===== src/lscc_pkg.sv =====
`default_nettype none

package lscc_pkg;

	// Window geometry and line limits
	localparam int HALF_WINDOW     = 5;
	localparam int WIN_LEN         = 2 * HALF_WINDOW + 1;
	localparam int MAX_LINE_POINTS = 4096;
	localparam int COORD_BITS      = 20;

	// Count holds 0..MAX_LINE_POINTS inclusive
	localparam int CNT_W = $clog2(MAX_LINE_POINTS) + 1;
	localparam int IDX_W = 12;

	// Register and result field widths
	localparam int LIM_W   = 40;
	localparam int THR_W   = 49;
	localparam int LEFT_W  = 47;
	localparam int RIGHT_W = 50;
	localparam int CFG_IDX_W = 2;
	localparam int CFG_W     = 49;

	// Squared planar range, and the width it is compared at
	localparam int RSQ_W = 2 * COORD_BITS;
	localparam int CMP_W = (RSQ_W > LIM_W) ? RSQ_W : LIM_W;

	// Difference vectors: total uses 2*HALF_WINDOW neighbors, left uses HALF_WINDOW
	localparam int DT_W  = COORD_BITS + $clog2(4 * HALF_WINDOW);
	localparam int DL_W  = COORD_BITS + $clog2(2 * HALF_WINDOW);
	localparam int SQT_W = 2 * DT_W;
	localparam int SQL_W = 2 * DL_W;
	localparam int TOT_W = SQT_W + 2;
	localparam int LFT_W = SQL_W + 2;

	// Saturation compare widths
	localparam int TX_W = (TOT_W > THR_W) ? TOT_W : THR_W;
	localparam int LX_W = (LFT_W > LEFT_W) ? LFT_W : LEFT_W;

	typedef enum logic [CFG_IDX_W-1:0] {
		CFG_MIN_RANGE = 2'd0,
		CFG_MAX_RANGE = 2'd1,
		CFG_EDGE_THR  = 2'd2
	} cfg_reg_t;

	typedef logic signed [COORD_BITS-1:0] coord_t;

	typedef struct packed {
		coord_t x;
		coord_t y;
		coord_t z;
	} point_t;

	// Point after the range square stage
	typedef struct packed {
		logic             valid;
		logic             last;
		point_t           pt;
		logic [RSQ_W-1:0] rsq;
	} gate_t;

	// Result control riding along the curvature pipeline
	typedef struct packed {
		logic             valid;
		logic [IDX_W-1:0] index;
	} res_ctl_t;

endpackage

`default_nettype wire


===== src/lscc_window.sv =====
`default_nettype none

module lscc_window (
	input  wire                         clk,
	input  wire                         arst_n,
	input  wire                         adv,
	input  wire  lscc_pkg::gate_t       gate_s2,
	input  wire  [lscc_pkg::LIM_W-1:0]  min_range,
	input  wire  [lscc_pkg::LIM_W-1:0]  max_range,
	output lscc_pkg::res_ctl_t          ctl_s3,
	output lscc_pkg::point_t            win [lscc_pkg::WIN_LEN]
);

	logic [lscc_pkg::CNT_W-1:0] cnt_q;
	lscc_pkg::point_t           win_q [lscc_pkg::WIN_LEN];
	logic [lscc_pkg::CMP_W-1:0] rsq_x;
	logic [lscc_pkg::CMP_W-1:0] min_x;
	logic [lscc_pkg::CMP_W-1:0] max_x;
	logic                       take;
	logic                       full;

	// Range gate and line length limit
	always_comb begin
		rsq_x = lscc_pkg::CMP_W'(gate_s2.rsq);
		min_x = lscc_pkg::CMP_W'(min_range);
		max_x = lscc_pkg::CMP_W'(max_range);
		take  = gate_s2.valid && (rsq_x >= min_x) && (rsq_x <= max_x) &&
			(cnt_q < lscc_pkg::CNT_W'(lscc_pkg::MAX_LINE_POINTS));
		// window is full once this point lands
		full  = cnt_q >= lscc_pkg::CNT_W'(lscc_pkg::WIN_LEN - 1);
	end

	// Point count and result control; line end clears the count
	always_ff @(posedge clk or negedge arst_n) begin
		if (!arst_n) begin
			cnt_q  <= '0;
			ctl_s3 <= '0;
		end else if (adv) begin
			ctl_s3.valid <= take && full;
			ctl_s3.index <= lscc_pkg::IDX_W'(cnt_q -
				lscc_pkg::CNT_W'(lscc_pkg::HALF_WINDOW));
			if (gate_s2.valid && gate_s2.last) begin
				cnt_q <= '0;
			end else if (take) begin
				cnt_q <= cnt_q + 1'b1;
			end
		end
	end

	// Window shift line; stale entries are never read before the count refills it
	always_ff @(posedge clk) begin
		if (adv && take) begin
			for (int i = 0; i < lscc_pkg::WIN_LEN - 1; i++) begin
				win_q[i] <= win_q[i+1];
			end
			win_q[lscc_pkg::WIN_LEN-1] <= gate_s2.pt;
		end
	end

	assign win = win_q;

endmodule

`default_nettype wire


===== config.mk =====
export PLATFORM = sky130hd
export DESIGN_NAME = lscc_window
export DESIGN_NICKNAME = d
export VERILOG_FILES = /design/src/lscc_pkg.sv /design/src/lscc_window.sv
export SDC_FILE = /design/constraint.sdc
export NUM_CORES = 1
export LEC_CHECK = 0
export ABC_AREA = 1
export BUFFER_PORTS_ARGS = -buffer_cell sky130_fd_sc_hd__buf_4
export CELL_PAD_IN_SITES_DETAIL_PLACEMENT = 1
export CELL_PAD_IN_SITES_GLOBAL_PLACEMENT = 1
export CORE_AREA = 2 2 338 340
export CTS_CLUSTER_SIZE = 28
export DETAILED_ROUTE_END_ITERATION = 8
export DIE_AREA = 0 0 340 342
export MAX_ROUTING_LAYER = met4
export PLACE_DENSITY = 0.59
export RECOVER_POWER = 100
export SYNTH_ARGS = -nofsm -noshare
export SYNTH_HDL_FRONTEND = slang
export SYNTH_SLANG_ARGS = --single-unit

===== constraint.sdc =====
create_clock -name clk -period 26.8 [get_ports clk]
set_input_delay 8.04 -clock clk [delete_from_list [all_inputs] [get_ports clk]]
set_output_delay 8.04 -clock clk [all_outputs]
set_load 0.02 [all_outputs]

# After elaboration in Yosys (flattened, before gate mapping)
# Index checks and enable logic that the tools add are counted.
dict set report totals {
  ff_bits 686
  input_bits 185
  output_inout_bits 673
  word_cells 52
}
dict set report classes {
  addsub 2
  order_cmp 4
  n_mux 2
  reduce_logical 8
}
# cell count
set op_table {}
lappend op_table {{$ge 40x40->1} 1}
lappend op_table {{$le 40x40->1} 1}
lappend op_table {{$mux 13} 2}
lappend op_table {{$add 13x1->13 const B} 1}
lappend op_table {{$ge 13x4->1 const B} 1}
lappend op_table {{$lt 13x13->1 const B} 1}
lappend op_table {{$sub 12x3->12 const B} 1}
lappend op_table {{$logic_and 1x1->1} 6}
lappend op_table {{$reduce_and 2->1} 1}
lappend op_table {{$reduce_bool 2->1} 1}

# Depth between registers and ports, before layout
dict set report depth {
  ltp_word 6
  ltp_mapped 17
  ltp_nobuf 17
}

# Worst setup path before layout
# OpenSTA, ideal clock, no wires.
dict set report synth_timing {
  path_kind {input port to flip-flop}
  start {in min_range[31] (netlist name)}
  end {reg win_q (netlist bit win[0]), enable pin}
  setup_ns 1.001
  t_arrival_ns 21.812
  required_ns 25.799
  setup_slack_ns 3.987
  path_stages 12
  path_buffers 0
  path_cell_list {inv_1 -> ha_1 -> nand2_1 -> nor2_2 -> nand3_1 -> nor2_2 -> nand2_1 -> nor2_1 -> nor2_1 -> nand3_2 -> nand4_4 -> inv_1}
}
dict set report synth_via {
  elab_chain_len 5
}
# element line_no
set synth_rtl {}
lappend synth_rtl {{start: declaration} lscc_window.sv:8} ;# input wire [lscc_pkg::LIM_W-1:0] min_range,
lappend synth_rtl {{$ge 40x40->1} lscc_window.sv:27} ;# take = gate_s2.valid && (rsq_x >= min_x) && (rsq_x <= max_x) &&
lappend synth_rtl {{$logic_and 1x1->1 (3 in a row)} lscc_window.sv:27}
lappend synth_rtl {{$logic_and 1x1->1} lscc_window.sv:52} ;# if (adv && take) begin
lappend synth_rtl {{end signal: indexed assignment} lscc_window.sv:54} ;# win_q[i] <= win_q[i+1];
lappend synth_rtl {{end signal: indexed assignment} lscc_window.sv:56} ;# win_q[lscc_pkg::WIN_LEN-1] <= gate_s2.pt;
lappend synth_rtl {{end: declaration} lscc_window.sv:15} ;# lscc_pkg::point_t win_q [lscc_pkg::WIN_LEN];
# No other way between the ends.
# A chain may end at the register's enable or synchronous reset.

# Worst setup path in the final report
dict set report layout_timing {
  start {in gate_s2[15] (netlist name)}
  end {reg win_q (netlist bit win[531]), enable pin}
}
dict set report layout_via {
  elab_chain_len 5
  word_cells_on_any_way 6
  cone_classes {order compare (2); reduce/logical (4)}
}
# element line_no
set layout_rtl {}
lappend layout_rtl {{start: declaration} lscc_window.sv:7} ;# input wire lscc_pkg::gate_t gate_s2,
lappend layout_rtl {{$ge 40x40->1} lscc_window.sv:27}
lappend layout_rtl {{$logic_and 1x1->1} lscc_window.sv:27}
lappend layout_rtl {{$logic_and 1x1->1 * (2 in a row)} lscc_window.sv:27}
lappend layout_rtl {{$logic_and 1x1->1 *} lscc_window.sv:52}
# Mark *: on every way between the ends. The rest lies on a longest branch, timed or not.

==> summary.md <==
| Metric | Value |
|---|---|
| R2R depth | `7` |
| CTS Buf Count | `77` |
| Place WS | `12.23 ns` |
| Gate power share | `0.065` |
| Die H | `342 µm` |
| Postcts setup bufs | `0` |
| Setup TNS | `0 ns` |
| Fill count | `12410` |
| Antenna violations before repair | `14` |
| Worst setup SP type | `primary input` |
| Worst Path Required | `27.07 ns` |
| CTS Hold Bufs | `0` |
| Share of layout cells above drive strength 1 | `0.1330` |
| Sw Ratio | `0.2385` |
| FFs w/ async S/R, synth | `0.03790` |
| CTS HTree Levels | `3` |
| Die W | `340 µm` |
| Clock transition at path regs | `0.06 ns` |
| Reg2reg setup slack | `16.14 ns` |
| Mapped Cells | `1261` |
| FF-to-FF End | `win[531]` |
| CP delay by family, top | `buffers and inverters` |
| Vias/cell | `3.887` |
| Final Setup Violations | `0` |
| GRT busiest layer | `met2` |
| Power Internal | `0.001827 W` |
| Slew at the pin closest to its max-slew limit | `5.117 ns` |
| Min-Delay Path Class | `flop to flop` |
| RSZ-0062 raised after global routing | `false` |
| Failing checks | `max-capacitance violations, max-slew violations` |
| #FFs+latches synth | `686` |
| Slew headroom | `-2.430` |
| Ys Warns | `0` |
| NetSw | `0.0005721 W` |
| Tmin final | `18.99 ns` |
| Starting Density | `0.2091` |
| Post-synth top flop | `edfxtp_1` |
| Post-Layout Cell Count | `3777` |
| NumNets Final | `2463` |
| Power share of the clock group | `0.423` |
| Post-CTS resize count | `0` |
| Fin crit share | `0.7086` |
| Wire length per cell | `23.40 µm` |
| I/O pin cnt | `858` |
| Crit path buf inv count | `6` |
| Final Wtd Congestion | `1.040` |
| Most frequent cells in the layout | `clkbuf_1 (695), edfxtp_1 (660), nand2_1 (156)` |
| Worst path depth | `14` |
| Worst Path Max Fanout | `113` |
| Synth cell types | `31` |
| Syn Nets | `1528` |
| Initial DRC count | `872` |
| Placed Cells | `3629` |
| Met1 GRT Util | `0.1763` |
| Post-DRT Antenna Nets | `0` |
| Largest net degree at the start of global routing | `192` |
| CP Data Arrival Time | `19.26 ns` |
| Seq pwr share | `0.512` |
| Maximum capacitance violations | `4` |
| Worst setup EP type | `flop` |
| Hold_ws | `0.4237 ns` |
| PD cells | `75.26 nW/µm²` |
| Clock root buffer | `clkbuf_16` |
| Register area | `20470 µm²` |
| EDFF count, synth | `660` |
| Worst Skew | `0.04832 ns` |
| DRC errors left | `0` |
| Die area | `116300 µm²` |
| Multi-input logic area | `2603 µm²` |
| Commonest non-fill, non-tap cell in the layout | `clkbuf_1` |
| Critical path startpoint | `gate_s2[15]` |
| Worst vdd ir | `0.04035 mV` |
| Buffers on Ports | `857` |
| GR Util met3 | `0.04261` |
| Via count | `14680` |
| Worst Setup EP | `win[531]` |
| DRT Wirelength | `88360 µm` |
| Reg2reg start | `cnt_q[12]` |
| First-pass GRT wire length | `117600 µm` |
| Overflow left after global routing | `0` |
| Total clock sinks | `686` |
| Vias in the first global route | `15090` |
| Fin. Hold Viols | `0` |
| Seq/Total Area, Yosys | `0.8655` |
| CORE AREA | `113100 µm²` |
| Mapped Area | `23650 µm²` |
| Pwr Total | `0.002399 W` |
| Synth-to-Final Area Change | `34.78%` |
| Met2 GRT Util | `0.2379` |
| Worst skew pair latency | `0.66 ns` |
| Core Rows | `124` |
| Fmax | `52.66 MHz` |
| Worst path cell trace | `clkbuf_1 > ha_1 > nand2_1 > nor2_1 > nand4_1 > nor2_1 > nand4_1 > nand2_1 > nand4_1 > clkinvlp_2 > clkbuf_1 > buf_4 > buf_4 > buf_4` |
| Final WS setup | `7.810 ns` |
| Static Leak | `11.25 nW` |
| Global-route usage over all layers | `0.1480` |
| Status | `finished, violations left` |
| Average size of a mapped cell | `18.76 µm²` |
| CTS Buffer Depth | `3` |
| TritonRoute pass-1 iters | `5` |
| Crit-path slowest cell | `clkinvlp_2` |
| Largest stage delay, worst path | `3.36 ns` |
| CTS tree | `built` |
| Crit Path Class | `primary input to flop` |
| Slew Limit Fails | `287` |
| HPWL Detailed | `70850 µm` |
## how the worst min path moves through the flow
stage                endpoint       from  cells past startpoint
floorplan           cnt_q[12]  cnt_q[12]                      2
global placement     win[554]   win[494]                      0
detailed placement   win[269]   win[209]                      0
CTS                  win[466]   win[406]                      0
global route         win[326]   win[266]                      0
finish               win[326]   win[266]                      0
## synth_stat cells, drive strengths merged (6+ instances only)
master	count	share of area
edfxtp	660	0.84
nand2	159	0.026
inv	137	0.022
ha	82	0.043
nor2	62	0.011
nand3	45	0.010
a21oi	36	0.0076
dfrtp	26	0.028
o21ai	16	0.0034
a31oi	7	0.0019
nand4	6	0.0025
nor3	6	0.0015
## cells by family after synthesis
| logic type | Yosys count | share of synthesized area |
|---|---|---|
| AOI/OAI and AO/OA | 62 | 0.01381 |
| xor gates and xnor gates | 2 | 0.0007408 |
| adders and majority gates | 82 | 0.04338 |
| buffers and inverters | 144 | 0.02360 |
| DFF | 686 | 0.8655 |
| and+or+nand+nor | 285 | 0.05296 |
## through the flow
step                        util  area [µm²]
after floorplan                -       23650
final                     0.2818       31880
after detailed placement  0.2829       32000
after CTS                 0.3043       34420
after global routing      0.2818       31870
after global placement    0.2829       32000
## power groups by stage
| stage | Combinational (W) | Sequential [W] | Clock [W] |
|---|---|---|---|
| finish | 0.000155 | 0.00123 | 0.00102 |
| CTS | 0.000179 | 0.00123 | 0.00105 |
| global route | 0.000169 | 0.00123 | 0.00108 |
| global placement | 0.000176 | 0.00125 | 0 |
| detailed placement | 0.000178 | 0.00125 | 0 |
| floorplan | 0.0000522 | 0.00129 | 0 |
## metal layers
layer	wire length, µm	up-vias
met3	6309	131
met4	2537	0
met5	0	-
li1	-	6505
met1	36110	7473
met2	43410	574
## worst register-to-register path, stage by stage (launching register included)
cell and delay [ns]:
dfrtp_1 0.40, nor2_1 0.20, nand4_1 0.69, clkinvlp_2 3.36, clkbuf_1 2.70, buf_4 1.19, buf_4 0.92, buf_4 0.84
## state kept, by name (all words and copies together) (netlist names)
name	count
ctl_s3	13
cnt_q	13
win	660
## layout make-up
type / count / area share
Timing Repair Buffer: 863 / 0.1238
Multi-Input combinational cell: 431 / 0.08165
Clock buffer: 94 / 0.06245
Sequential cell: 686 / 0.6422
Clock inverter: 44 / 0.01362
Tap cell: 1512 / 0.05935
Inverter: 137 / 0.01617
Antenna cell: 10 / 0.0007851
Note: power is estimated with default switching activity, not from simulation.
